==> src/sv/wcg_pkg.sv <==
// wcg_pkg: shared types and codes of the wave channel generator
// no dependencies; imported by every module of the block

package wcg_pkg;

    // operation codes carried in the low bits of s_tuser
    localparam logic [1:0] OP_CTRL  = 2'd0;
    localparam logic [1:0] OP_TABLE = 2'd1;
    localparam logic [1:0] OP_TICK  = 2'd2;

    // control register selectors
    localparam logic [2:0] REG_ONOFF = 3'd0;
    localparam logic [2:0] REG_LEN   = 3'd1;
    localparam logic [2:0] REG_LEVEL = 3'd2;
    localparam logic [2:0] REG_FLO   = 3'd3;
    localparam logic [2:0] REG_FHI   = 3'd4;
    localparam logic [2:0] REG_POWER = 3'd5;

    // fixed widths
    localparam int FREQ_W  = 11;
    localparam int TIMER_W = 13;
    localparam int CD_W    = 16;
    localparam logic [11:0] FREQ_FULL = 12'd2048;
    localparam logic [7:0]  LCOUNT_MAX = 8'd255;

    // per-tick information handed from the control stage to the output stage
    typedef struct packed {
        logic       emit;        // a result leaves on this tick
        logic       load;        // the timer expired, take a new nibble
        logic       odd;         // low nibble when set, high nibble otherwise
        logic       channel_on;
        logic       playing;
    } tick_info_t;

    // wave table access issued by the control stage
    typedef struct packed {
        logic       we;
        logic [3:0] waddr;
        logic [7:0] wdata;
        logic       re;
        logic [3:0] raddr;
    } table_req_t;

endpackage

==> src/sv/wcg_table.sv <==
// wcg_table: 16 x 8 wave table, one write and one registered read per cycle
// depends on wcg_pkg for the access request struct

module wcg_table (
    input  logic                clk,
    input  logic                rst_n,
    input  wcg_pkg::table_req_t req,
    output logic [7:0]          rdata
);
    import wcg_pkg::*;

    logic [7:0]  mem [16];
    logic [15:0] valid_reg;
    logic [7:0]  rdata_reg;
    logic        rvalid_reg;

    // written entries; an unwritten entry reads as zero
    always_ff @(posedge clk or negedge rst_n)
    begin
        if (!rst_n)
        begin
            valid_reg <= '0;
        end
        else if (req.we)
        begin
            valid_reg[req.waddr] <= 1'b1;
        end
    end

    // storage and registered read port
    always_ff @(posedge clk)
    begin
        if (req.we)
        begin
            mem[req.waddr] <= req.wdata;
        end
        if (req.re)
        begin
            rdata_reg  <= mem[req.raddr];
            rvalid_reg <= valid_reg[req.raddr];
        end
    end

    assign rdata = rvalid_reg ? rdata_reg : 8'd0;

endmodule

==> src/sv/wcg_ctrl.sv <==
// wcg_ctrl: channel registers, timers and countdowns; issues the table access
// depends on wcg_pkg; feeds wcg_table and wcg_out

module wcg_ctrl #(
    parameter int STEP_CYCLES       = 4,
    parameter int DOWNSAMPLE_CYCLES = 96,
    parameter int FRAME_SEQ_CYCLES  = 8192,
    parameter int WAVE_NIBBLES      = 32,
    parameter int SEQ_STEPS         = 8
) (
    input  logic                clk,
    input  logic                rst_n,
    input  logic                accept,
    input  logic                adv,
    input  logic [1:0]          op,
    input  logic [2:0]          reg_select,
    input  logic [3:0]          table_addr,
    input  logic [7:0]          data,
    output wcg_pkg::table_req_t req,
    output logic                s2_valid,
    output wcg_pkg::tick_info_t s2_info
);
    import wcg_pkg::*;

    localparam int POS_W = (WAVE_NIBBLES > 2) ? $clog2(WAVE_NIBBLES) : 1;
    localparam logic [POS_W-1:0]   POS_LAST  = POS_W'(WAVE_NIBBLES - 1);
    localparam logic [2:0]         SEQ_LAST  = 3'(SEQ_STEPS - 1);
    localparam logic [TIMER_W-1:0] STEP_T    = TIMER_W'(STEP_CYCLES);
    localparam logic [CD_W-1:0]    STEP_CD   = CD_W'(STEP_CYCLES);
    localparam logic [CD_W:0]      STEP_SUM  = (CD_W+1)'(STEP_CYCLES);
    localparam logic [CD_W:0]      DS_PERIOD = (CD_W+1)'(DOWNSAMPLE_CYCLES);
    localparam logic [CD_W:0]      FS_PERIOD = (CD_W+1)'(FRAME_SEQ_CYCLES);

    logic [FREQ_W-1:0]  freq_reg, freq_next;
    logic [TIMER_W-1:0] timer_reg, timer_next;
    logic [POS_W-1:0]   pos_reg, pos_next;
    logic [6:0]         limit_reg, limit_next;
    logic [7:0]         lcount_reg, lcount_next;
    logic               len_en_reg, len_en_next;
    logic               restart_reg, restart_next;
    logic               play_reg, play_next;
    logic               on_reg, on_next;
    logic               power_reg, power_next;
    logic [2:0]         seq_reg, seq_next;
    logic [CD_W-1:0]    ds_cd_reg, ds_cd_next;
    logic [CD_W-1:0]    fs_cd_reg, fs_cd_next;
    logic               s2_valid_reg, s2_valid_next;
    tick_info_t         s2_info_reg, s2_info_next;

    // tick arithmetic
    logic               len_hit;
    logic [7:0]         lcount_chk;
    logic [TIMER_W-1:0] timer_dec;
    logic               expire;
    logic [POS_W-1:0]   pos_start;
    logic [POS_W-1:0]   pos_tick;
    logic [5:0]         pos_wide;
    logic               ds_fire, fs_fire;
    logic [CD_W:0]      ds_sum, fs_sum;
    logic [CD_W-1:0]    ds_new, fs_new;
    logic [11:0]        reload_half;

    always_comb
    begin
        len_hit     = len_en_reg && (lcount_reg >= {1'b0, limit_reg});
        lcount_chk  = len_hit ? 8'd0 : lcount_reg;
        timer_dec   = (timer_reg >= STEP_T) ? (timer_reg - STEP_T) : '0;
        expire      = (timer_dec == '0);
        pos_start   = restart_reg ? '0 : pos_reg;
        pos_tick    = pos_start;
        if (expire)
        begin
            pos_tick = (pos_start == POS_LAST) ? '0 : (pos_start + POS_W'(1));
        end
        pos_wide    = 6'(pos_tick);
        reload_half = FREQ_FULL - {1'b0, freq_reg};

        // downsample countdown
        ds_fire = (ds_cd_reg <= STEP_CD);
        ds_sum  = {1'b0, ds_cd_reg} + DS_PERIOD;
        if (ds_fire)
        begin
            ds_new = (ds_sum > STEP_SUM) ? CD_W'(ds_sum - STEP_SUM) : '0;
        end
        else
        begin
            ds_new = ds_cd_reg - STEP_CD;
        end

        // frame sequencer countdown
        fs_fire = (fs_cd_reg <= STEP_CD);
        fs_sum  = {1'b0, fs_cd_reg} + FS_PERIOD;
        if (fs_fire)
        begin
            fs_new = (fs_sum > STEP_SUM) ? CD_W'(fs_sum - STEP_SUM) : '0;
        end
        else
        begin
            fs_new = fs_cd_reg - STEP_CD;
        end
    end

    // next state per accepted transaction
    always_comb
    begin
        freq_next     = freq_reg;
        timer_next    = timer_reg;
        pos_next      = pos_reg;
        limit_next    = limit_reg;
        lcount_next   = lcount_reg;
        len_en_next   = len_en_reg;
        restart_next  = restart_reg;
        play_next     = play_reg;
        on_next       = on_reg;
        power_next    = power_reg;
        seq_next      = seq_reg;
        ds_cd_next    = ds_cd_reg;
        fs_cd_next    = fs_cd_reg;
        s2_valid_next = s2_valid_reg;
        s2_info_next  = s2_info_reg;
        req.we        = 1'b0;
        req.waddr     = table_addr;
        req.wdata     = data;
        req.re        = 1'b0;
        req.raddr     = pos_wide[4:1];

        if (adv)
        begin
            s2_valid_next = accept && (op == OP_TICK);
        end

        if (accept)
        begin
            case (op)
                OP_CTRL:
                begin
                    case (reg_select)
                        REG_ONOFF: play_next  = data[7];
                        REG_LEN:   limit_next = data[6:0];
                        REG_FLO:   freq_next  = {freq_reg[10:8], data};
                        REG_FHI:
                        begin
                            restart_next = data[7];
                            len_en_next  = data[6];
                            freq_next    = {data[2:0], freq_reg[7:0]};
                        end
                        REG_POWER:
                        begin
                            if (data[7] && !power_reg)
                            begin
                                seq_next = 3'd0;
                            end
                            else if (!data[7] && power_reg)
                            begin
                                play_next    = 1'b0;
                                limit_next   = 7'd0;
                                freq_next    = '0;
                                len_en_next  = 1'b0;
                                restart_next = 1'b0;
                                on_next      = 1'b0;
                            end
                            power_next = data[7];
                        end
                        default: ;
                    endcase
                end
                OP_TABLE:
                begin
                    req.we = 1'b1;
                end
                OP_TICK:
                begin
                    // length check, restart, period timer
                    if (len_hit)
                    begin
                        play_next = 1'b0;
                    end
                    if (restart_reg)
                    begin
                        restart_next = 1'b0;
                        on_next      = 1'b1;
                    end
                    timer_next = expire ? TIMER_W'({reload_half, 1'b0}) : timer_dec;
                    pos_next   = pos_tick;
                    req.re     = 1'b1;

                    // countdowns, length counter and sequencer
                    ds_cd_next  = ds_new;
                    fs_cd_next  = fs_new;
                    lcount_next = lcount_chk;
                    if (fs_fire)
                    begin
                        if (lcount_chk != LCOUNT_MAX)
                        begin
                            lcount_next = lcount_chk + 8'd1;
                        end
                        seq_next = (seq_reg == SEQ_LAST) ? 3'd0 : (seq_reg + 3'd1);
                    end

                    s2_info_next.emit       = ds_fire;
                    s2_info_next.load       = expire;
                    s2_info_next.odd        = pos_tick[0];
                    s2_info_next.channel_on = restart_reg | on_reg;
                    s2_info_next.playing    = play_reg & ~len_hit;
                end
                default: ;
            endcase
        end
    end

    // state registers
    always_ff @(posedge clk or negedge rst_n)
    begin
        if (!rst_n)
        begin
            freq_reg     <= '0;
            timer_reg    <= '0;
            pos_reg      <= '0;
            limit_reg    <= '0;
            lcount_reg   <= '0;
            len_en_reg   <= 1'b0;
            restart_reg  <= 1'b0;
            play_reg     <= 1'b0;
            on_reg       <= 1'b0;
            power_reg    <= 1'b0;
            seq_reg      <= '0;
            ds_cd_reg    <= '0;
            fs_cd_reg    <= '0;
            s2_valid_reg <= 1'b0;
        end
        else
        begin
            freq_reg     <= freq_next;
            timer_reg    <= timer_next;
            pos_reg      <= pos_next;
            limit_reg    <= limit_next;
            lcount_reg   <= lcount_next;
            len_en_reg   <= len_en_next;
            restart_reg  <= restart_next;
            play_reg     <= play_next;
            on_reg       <= on_next;
            power_reg    <= power_next;
            seq_reg      <= seq_next;
            ds_cd_reg    <= ds_cd_next;
            fs_cd_reg    <= fs_cd_next;
            s2_valid_reg <= s2_valid_next;
        end
    end

    // stage payload
    always_ff @(posedge clk)
    begin
        s2_info_reg <= s2_info_next;
    end

    assign s2_valid = s2_valid_reg;
    assign s2_info  = s2_info_reg;

endmodule

==> src/sv/wcg_out.sv <==
// wcg_out: sample latch fed by the table read, and the result register
// depends on wcg_pkg; takes the stage from wcg_ctrl and data from wcg_table

module wcg_out (
    input  logic                clk,
    input  logic                rst_n,
    input  logic                s2_valid,
    input  wcg_pkg::tick_info_t s2_info,
    input  logic [7:0]          rdata,
    input  logic                m_tready,
    output logic                adv,
    output logic                m_tvalid,
    output logic [7:0]          m_tdata   // [3:0] sample, [4] channel_on, [5] playing
);
    import wcg_pkg::*;

    logic [3:0] latched_reg;
    logic [3:0] sample;
    logic       out_valid_reg, out_valid_next;
    logic [5:0] out_data_reg;

    // pipeline moves unless a result is blocked behind a full output register
    assign adv = !(s2_valid && s2_info.emit && out_valid_reg && !m_tready);

    // nibble selection
    always_comb
    begin
        if (s2_info.load)
        begin
            sample = s2_info.odd ? rdata[3:0] : rdata[7:4];
        end
        else
        begin
            sample = latched_reg;
        end
    end

    // output handshake
    always_comb
    begin
        out_valid_next = out_valid_reg && !m_tready;
        if (adv && s2_valid && s2_info.emit)
        begin
            out_valid_next = 1'b1;
        end
    end

    always_ff @(posedge clk or negedge rst_n)
    begin
        if (!rst_n)
        begin
            latched_reg   <= 4'd0;
            out_valid_reg <= 1'b0;
        end
        else
        begin
            out_valid_reg <= out_valid_next;
            if (adv && s2_valid)
            begin
                latched_reg <= sample;
            end
        end
    end

    always_ff @(posedge clk)
    begin
        if (adv && s2_valid && s2_info.emit)
        begin
            out_data_reg <= {s2_info.playing, s2_info.channel_on, sample};
        end
    end

    assign m_tvalid = out_valid_reg;
    assign m_tdata  = {2'b00, out_data_reg};

endmodule

==> src/sv/wave_channel_generator_core.sv <==
// Wave channel generator: control writes, wave table writes and ticks arrive as
// transactions on the slave side; a tick at a downsample instant returns one
// result on the master side. One transaction is taken every cycle unless the
// slave side stalls. A result is formed in steps: the first updates the channel
// registers and reads the wave table byte, the second latches the nibble from
// the table's registered read port into the result register. The slave side
// stalls only while a result waits behind an unread one. The wave table is a
// 16-byte memory whose entries read as zero until written; no clearing pass.
// Depends on wcg_pkg, wcg_ctrl, wcg_table and wcg_out.

module wave_channel_generator_core #(
    parameter int STEP_CYCLES       = 4,
    parameter int DOWNSAMPLE_CYCLES = 96,
    parameter int FRAME_SEQ_CYCLES  = 8192,
    parameter int WAVE_NIBBLES      = 32,
    parameter int SEQ_STEPS         = 8
) (
    input  logic        clk,
    input  logic        rst_n,
    input  logic        s_tvalid,
    output logic        s_tready,
    input  logic [4:0]  s_tuser,   // [1:0] op, [4:2] reg_select
    input  logic [15:0] s_tdata,   // [3:0] table_addr, [11:4] data, [15:12] zero
    output logic        m_tvalid,
    input  logic        m_tready,
    output logic [7:0]  m_tdata    // [3:0] sample, [4] channel_on, [5] playing, [7:6] zero
);
    import wcg_pkg::*;

    logic       adv;
    logic       accept;
    table_req_t req;
    logic [7:0] rdata;
    logic       s2_valid;
    tick_info_t s2_info;

    assign s_tready = adv;
    assign accept   = s_tvalid && adv;

    // channel registers and timers
    wcg_ctrl #(
        .STEP_CYCLES       (STEP_CYCLES),
        .DOWNSAMPLE_CYCLES (DOWNSAMPLE_CYCLES),
        .FRAME_SEQ_CYCLES  (FRAME_SEQ_CYCLES),
        .WAVE_NIBBLES      (WAVE_NIBBLES),
        .SEQ_STEPS         (SEQ_STEPS)
    ) u_ctrl (
        .clk        (clk),
        .rst_n      (rst_n),
        .accept     (accept),
        .adv        (adv),
        .op         (s_tuser[1:0]),
        .reg_select (s_tuser[4:2]),
        .table_addr (s_tdata[3:0]),
        .data       (s_tdata[11:4]),
        .req        (req),
        .s2_valid   (s2_valid),
        .s2_info    (s2_info)
    );

    // wave table memory
    wcg_table u_table (
        .clk   (clk),
        .rst_n (rst_n),
        .req   (req),
        .rdata (rdata)
    );

    // sample latch and result register
    wcg_out u_out (
        .clk      (clk),
        .rst_n    (rst_n),
        .s2_valid (s2_valid),
        .s2_info  (s2_info),
        .rdata    (rdata),
        .m_tready (m_tready),
        .adv      (adv),
        .m_tvalid (m_tvalid),
        .m_tdata  (m_tdata)
    );

endmodule

==> config.mk <==
export PLATFORM = sky130hd
export DESIGN_NAME = wave_channel_generator_core
export DESIGN_NICKNAME = d
export VERILOG_FILES = /design/src/sv/wcg_pkg.sv /design/src/sv/wcg_table.sv /design/src/sv/wcg_ctrl.sv /design/src/sv/wcg_out.sv /design/src/sv/wave_channel_generator_core.sv
export SDC_FILE = /design/constraint.sdc
export NUM_CORES = 1
export LEC_CHECK = 0
export BUFFER_PORTS_ARGS = -buffer_cell sky130_fd_sc_hd__buf_4
export CELL_PAD_IN_SITES_DETAIL_PLACEMENT = 0
export CELL_PAD_IN_SITES_GLOBAL_PLACEMENT = 1
export CORE_MARGIN = 2
export CORE_UTILIZATION = 49
export DETAILED_ROUTE_END_ITERATION = 10
export PLACE_DENSITY = 0.85
export SETUP_SLACK_MARGIN = 0.05
export SKIP_CTS_REPAIR_TIMING = 1
export SLEW_MARGIN = 20
export SYNTH_ARGS = -nofsm -noshare
export SYNTH_HDL_FRONTEND = slang
export SYNTH_HIERARCHICAL = 1
export SYNTH_SLANG_ARGS = --single-unit
==> constraint.sdc <==
create_clock -name clk -period 5.1 [get_ports clk]
set_input_delay 1.02 -clock clk [delete_from_list [all_inputs] [get_ports clk]]
set_output_delay 1.02 -clock clk [all_outputs]
set_load 0.01 [all_outputs]
Word level (Yosys, flattened, before mapping)

Memories as Yosys holds them, arrays and structs flattened. A register that Yosys moved wholly into a read port is not among the register bits.
Index checks and enable logic that the tools add are counted.

Input bits: 25
Output and inout port bits: 10
Word-level logic and storage cells: 144
Memory bits (writable): 128
Memories: 1
Flip-flop bits (word level): 115

Reductions and logical operators: 32
Bitwise operators: 6
$add $sub $neg: 10
$lt $le $gt $ge: 9
Muxes and demuxes: 43
Equal/unequal tests: 19

Memories:

| memory      | words | width | rd ports | clocked after Yosys merged registers in | wr ports | RTL line        | source |
|---|---|---|---|---|---|---|---|
| u_table.mem | 16    | 8     | 1        | 1                                       | 1        | wcg_table.sv:12 | `logic [7:0] mem [16];` |

Operators by type and width:

| cell                     | count |
|---|---|
| $mux W16                 | 4 |
| $sub A16 B3 Y16 const B  | 4 |
| $gt A17 B3 Y1 const B    | 2 |
| $pmux W11 S3             | 1 |
| $le A16 B3 Y1 const B    | 2 |
| $mux W8                  | 4 |
| $mux W13                 | 2 |
| $reduce_and A6 Y1        | 4 |
| $mux W11                 | 2 |
| $add A16 B14 Y17 const B | 1 |
| $add A16 B7 Y17 const B  | 1 |
| $or A16 B16 Y16          | 1 |
| $mux W5                  | 3 |
| $reduce_and A5 Y1        | 3 |
| $mux W1                  | 14 |
| $mux W7                  | 2 |
| $pmux W7 S2              | 1 |
| $ge A13 B3 Y1 const B    | 1 |
| $logic_not A13 Y1        | 1 |
| $sub A13 B3 Y13 const B  | 1 |
| $logic_and A1 B1 Y1      | 12 |
| $pmux W1 S2              | 6 |
| $sub A12 B11 Y12 const A | 1 |
| $lt A4 B5 Y1 const B     | 2 |
| 27 further kinds         | 44 |

Logic depth before layout (Yosys ltp)

Word-level depth: 8
Gate-level depth with buffers: 17

By module

The synthesis kept the hierarchy.

Modules (own cells, without submodules):

| module                      | cells an instance | area an instance (sq um) | instances | sequential area each (sq um) |
|---|---|---|---|---|
| wcg_table                   | 278               | 5935.7                   | 1         | 4514.3 |
| wcg_ctrl                    | 559               | 5138.7                   | 1         | 2102.0 |
| wcg_out                     | 43                | 531.8                    | 1         | 305.3 |
| wave_channel_generator_core | 1                 | 6.3                      | 1         | 0.0 |

Least setup slack after synthesis

OpenSTA, ideal clock, no wires.

Path kind: reg-to-reg
Start: register u_ctrl.timer_reg[2]
End: register u_table.rdata_reg[0] (read register of u_table.mem), data pin
Buffers on the path: 5
Arrival: 3.316 ns
Stages on the path, launching flop included: 17
Data required time: 4.841 ns
Slack: 1.525 ns
Path through: dfrtp_1 > inv_1 > ha_1 > clkbuf_1 > nor2b_1 > a31o_2 > a22oi_1 > a2111oi_4 > nor2_4 > buf_6 > mux2_4 > buf_4 > buf_6 > buf_12 > mux4_1 > a22oi_1 > nand2_1

Cells in the longest elaborated chain, start to end: 4

RTL lines:

| item                                                    | RTL line        | source |
|---|---|---|
| from (decl)                                             | wcg_ctrl.sv:35  | `logic [TIMER_W-1:0] timer_reg, timer_next;` |
| from (signal assigned)                                  | wcg_ctrl.sv:234 | `timer_reg <= timer_next;` |
| $sub A13 B3 Y13 / $ge A13 B3 Y1 (equally long branches) | wcg_ctrl.sv:67  | `timer_dec = (timer_reg >= STEP_T) ? (timer_reg - STEP_T) : '0;` |
| $mux W13 (*)                                            | wcg_ctrl.sv:67  |  |
| $logic_not A13 Y1 (*)                                   | wcg_ctrl.sv:68  | `expire = (timer_dec == '0);` |
| $mux W5 (*)                                             | wcg_ctrl.sv:71  | `if (expire)` |
| net u_ctrl.pos_tick[1]                                  | wcg_ctrl.sv:56  | `logic [POS_W-1:0] pos_tick;` |
| to (decl)                                               | wcg_table.sv:14 | `logic [7:0] rdata_reg;` |

Mark *: on every way through the listed nets, which the timed path passes. The rest lies on a longest branch.
A chain may end at the register's enable or synchronous reset.

==> impl_metrics.env <==
export IMPL_fin_area_um2=12800
export IMPL_sw_frac_of_total_pct=28.3
export IMPL_grt_pass1_wl_mm=37.0
export IMPL_drc=0
export IMPL_stdcell_count=1232
export IMPL_intPower_w=0.00386
export IMPL_die_height_um=158
export IMPL_grt_total_usage_pct=19.0
export IMPL_max_cap_violations=0
export IMPL_path_max_fanout=19
export IMPL_utilization_pct=54.6
export IMPL_leakagePower_nw=4.89
export IMPL_synthCells=881
export IMPL_die_w_um=158
export IMPL_cp_depth=11
export IMPL_drive_gt1_share_pct=15.0
export IMPL_syn2layout_area_growth_pct=10.1
export IMPL_worstSetupEndpoint="u_table/rdata_reg[2]$_DFFE_PP_"
export IMPL_outcome="complete, no violations"
export IMPL_rows=56
export IMPL_crit_start="u_ctrl/timer_reg[2]$_DFFE_PN0P_"
export IMPL_fmax_mhz=230
export IMPL_combPwrFrac_pct=18.2
export IMPL_synth_seq_cells=247
export IMPL_crit_required_ns=5.38
export IMPL_synth_cell_types=83
export IMPL_drtAntennaViolNets=0
export IMPL_cp_buffers_inverters=2
export IMPL_cp_start_kind="flop"
export IMPL_clock_latency_ns=0.53
export IMPL_gp_congestion=0.780
export IMPL_clockBufferDepth=3
export IMPL_place_area_um2=12000
export IMPL_r2r_start="u_ctrl/timer_reg[2]$_DFFE_PN0P_"
export IMPL_maxSlewViolCount=0
export IMPL_final_nets=942
export IMPL_crit_path_max_incr_delay_ns=0.91
export IMPL_whs_ns=0.447
export IMPL_drt_iter0_markers=620
export IMPL_p_seq_share_pct=48.6
export IMPL_critPathTopFamily="compound AO/OA/AOI/OAI gates"
export IMPL_synth_top_cell_area_share_pct=38.3
export IMPL_tns_ns=0
export IMPL_worst_path_max_delay_cell="o31ai_4"
export IMPL_root_buffer="clkbuf_16"
export IMPL_cp_cell_sequence="inv_1, ha_1, nor2b_1, nand4_2, a2111oi_4, nor2_4, o31ai_4, buf_4, mux4_1, a22oi_1, nand2_1"
export IMPL_firstDrtPassIters=4
export IMPL_dr_total_vias=7002
export IMPL_worst_pin_slew_ns=1.01
export IMPL_ys_top_cells_by_area="edfxtp_1, dfrtp_1, mux4_2"
export IMPL_reg2reg_to="u_table/rdata_reg[2]$_DFFE_PP_"
export IMPL_grt_pass1_vias=6911
export IMPL_synth_top_area_cell="edfxtp_1"
export IMPL_worstPathArrival_ns=4.62
export IMPL_end_kind="flop"
export IMPL_grt_start_max_net_pins=66
export IMPL_start_util_pct=49.6
export IMPL_rr_worst_depth=11
export IMPL_synth_common_cells="edfxtp_1, dfrtp_1, nand2_1"
export IMPL_min_period_ns=4.34
export IMPL_p_sw_w=0.00152
export IMPL_port_buffers=28
export IMPL_synth_ff_type="edfxtp_1"
export IMPL_core_area_um2=23400
export IMPL_hold_class="flop to flop"
export IMPL_grt_overflow=0
export IMPL_vias_per_cell=5.68
export IMPL_synth_enable_flop_cells=148
export IMPL_yosysSeqAreaShare_pct=59.6
export IMPL_setup_viol=0
export IMPL_fin_skew_ns=0.0132
export IMPL_dp_cells=1185
export IMPL_p_per_area_nw_per_um2=421
export IMPL_wirelength_mm=23.1
export IMPL_clock_sinks=247
export IMPL_largest_register_ffs=128
export IMPL_synthMostInstantiatedCell="edfxtp_1"
export IMPL_die_area_um2=24900
export IMPL_worstSetupPathType="flop to flop"
export IMPL_cts_buffers=26
export IMPL_io_pins=35
export IMPL_ir_worst_vdd_v=0.000296
export IMPL_post_dp_hpwl_mm=15.0
export IMPL_finalCritPeriodShare_pct=85.1
export IMPL_max_slew_margin_pct=32.5
export IMPL_htree_levels=1
export IMPL_synthArstFlopShare_pct=40.1
export IMPL_antenna_found_initial=0
export IMPL_synth_area_per_cell_um2=13.2
export IMPL_cts_tree="built"
export IMPL_pwr_share_clk_pct=33.1
export IMPL_antenna_cells=0
export IMPL_r2r_slack_ns=0.76
export IMPL_rsz0062_at_grt="no"
export IMPL_wl_per_cell_um=18.8
export IMPL_syn_area_um2=11600
export IMPL_yosysWarningCount=6
export IMPL_clk_pin_slew_ns=0.06
export IMPL_finalHoldViolations=0
==> logic make-up (layout without fill, tap and decap cells) <==
group	after synthesis	count (layout)	share of synthesized area (%)
AND/OR/NAND/NOR	276	276	12.8
flip-flops	247	247	59.6
AO/OA/AOI/OAI	150	150	8.77
buffers and inverters	94	125	4.39
multiplexers	57	57	9.40
XOR/XNOR	33	33	2.49
adder cells (fa/ha/maj)	23	23	2.48
other	1	2	0.0323
==> worst reg2reg max path, cell delays in order, from the launching register on <==
cell and delay [ns]:
dfrtp_1 0.45, inv_1 0.09, ha_1 0.33, nor2b_1 0.30
nand4_2 0.16, a2111oi_4 0.48, nor2_4 0.20, o31ai_4 0.92
buf_4 0.42, mux4_1 0.37, a22oi_1 0.29, nand2_1 0.08
==> power by group through the flow <==
stage          clock [W]  sequential, W  combinational, W
4_1_cts          0.00182        0.00261          0.000982
5_1_grt          0.00191        0.00265           0.00110
6_report         0.00178        0.00262          0.000980
2_1_floorplan          0        0.00256          0.000813
3_3_place_gp           0        0.00264          0.000950
3_5_place_dp           0        0.00265          0.000974
==> metrics by stage <==
step	power [W]	setup WS [ns]
detailed placement	0.00362	0.740
global route	0.00567	0.458
global placement	0.00359	0.802
finish	0.00538	0.758
CTS	0.00542	0.724
floorplan	0.00338	1.52
==> how the worst min path moves through the flow <==
stage	startpoint	endpoint	slack, ns	cells past startpoint
3_3_place_gp	u_ctrl/s2_info[1]$_DFFE_PP_	u_out/out_data_reg[4]$_DFFE_PP_	0.42	0
3_5_place_dp	u_ctrl/s2_info[1]$_DFFE_PP_	u_out/out_data_reg[4]$_DFFE_PP_	0.43	0
6_report	u_ctrl/s2_info[1]$_DFFE_PP_	u_out/out_data_reg[4]$_DFFE_PP_	0.45	0
4_1_cts	u_ctrl/s2_info[1]$_DFFE_PP_	u_out/out_data_reg[4]$_DFFE_PP_	0.44	0
5_1_grt	u_ctrl/s2_info[1]$_DFFE_PP_	u_out/out_data_reg[4]$_DFFE_PP_	0.45	0
2_1_floorplan	u_ctrl/s2_info[1]$_DFFE_PP_	u_out/out_data_reg[4]$_DFFE_PP_	0.40	0
==> final cells by class <==
| cell class | instances | area [um^2] |
|---|---|---|
| clock buffer | 44 | 790 |
| clock inverter | 3 | 18.8 |
| fill | 1949 | 10600 |
| inverter | 41 | 155 |
| multi-input combinational | 541 | 4220 |
| sequential | 247 | 6920 |
| tap | 319 | 399 |
| timing repair buffer | 37 | 278 |
==> routing by layer <==
layer / share of wire (%) / global-route usage (%) / up-vias
li1: - / - / 3295
met3: 6.0 / 2.87 / 33
met5: 0 / 0 / -
met4: 1.9 / 5.41 / 0
met1: 45 / 27.3 / 3474
met2: 47 / 30.5 / 200
==> cells in the final DEF (no fill, tap or decap), types with 15 or more instances in the layout <==
master and count:
buf_4 37, inv_1 39, mux4_2 22, nor2b_1 15, nand3_1 32, clkbuf_16 27, nor2_1 49, nor3_1 26
o21ai_0 44, xnor2_1 21, edfxtp_1 148, and2_1 15, nand2_1 56, or2_2 17, a22oi_1 21, a21oi_1 26
dfrtp_1 99, ha_1 23
Power figures use the tool's default switching activity.
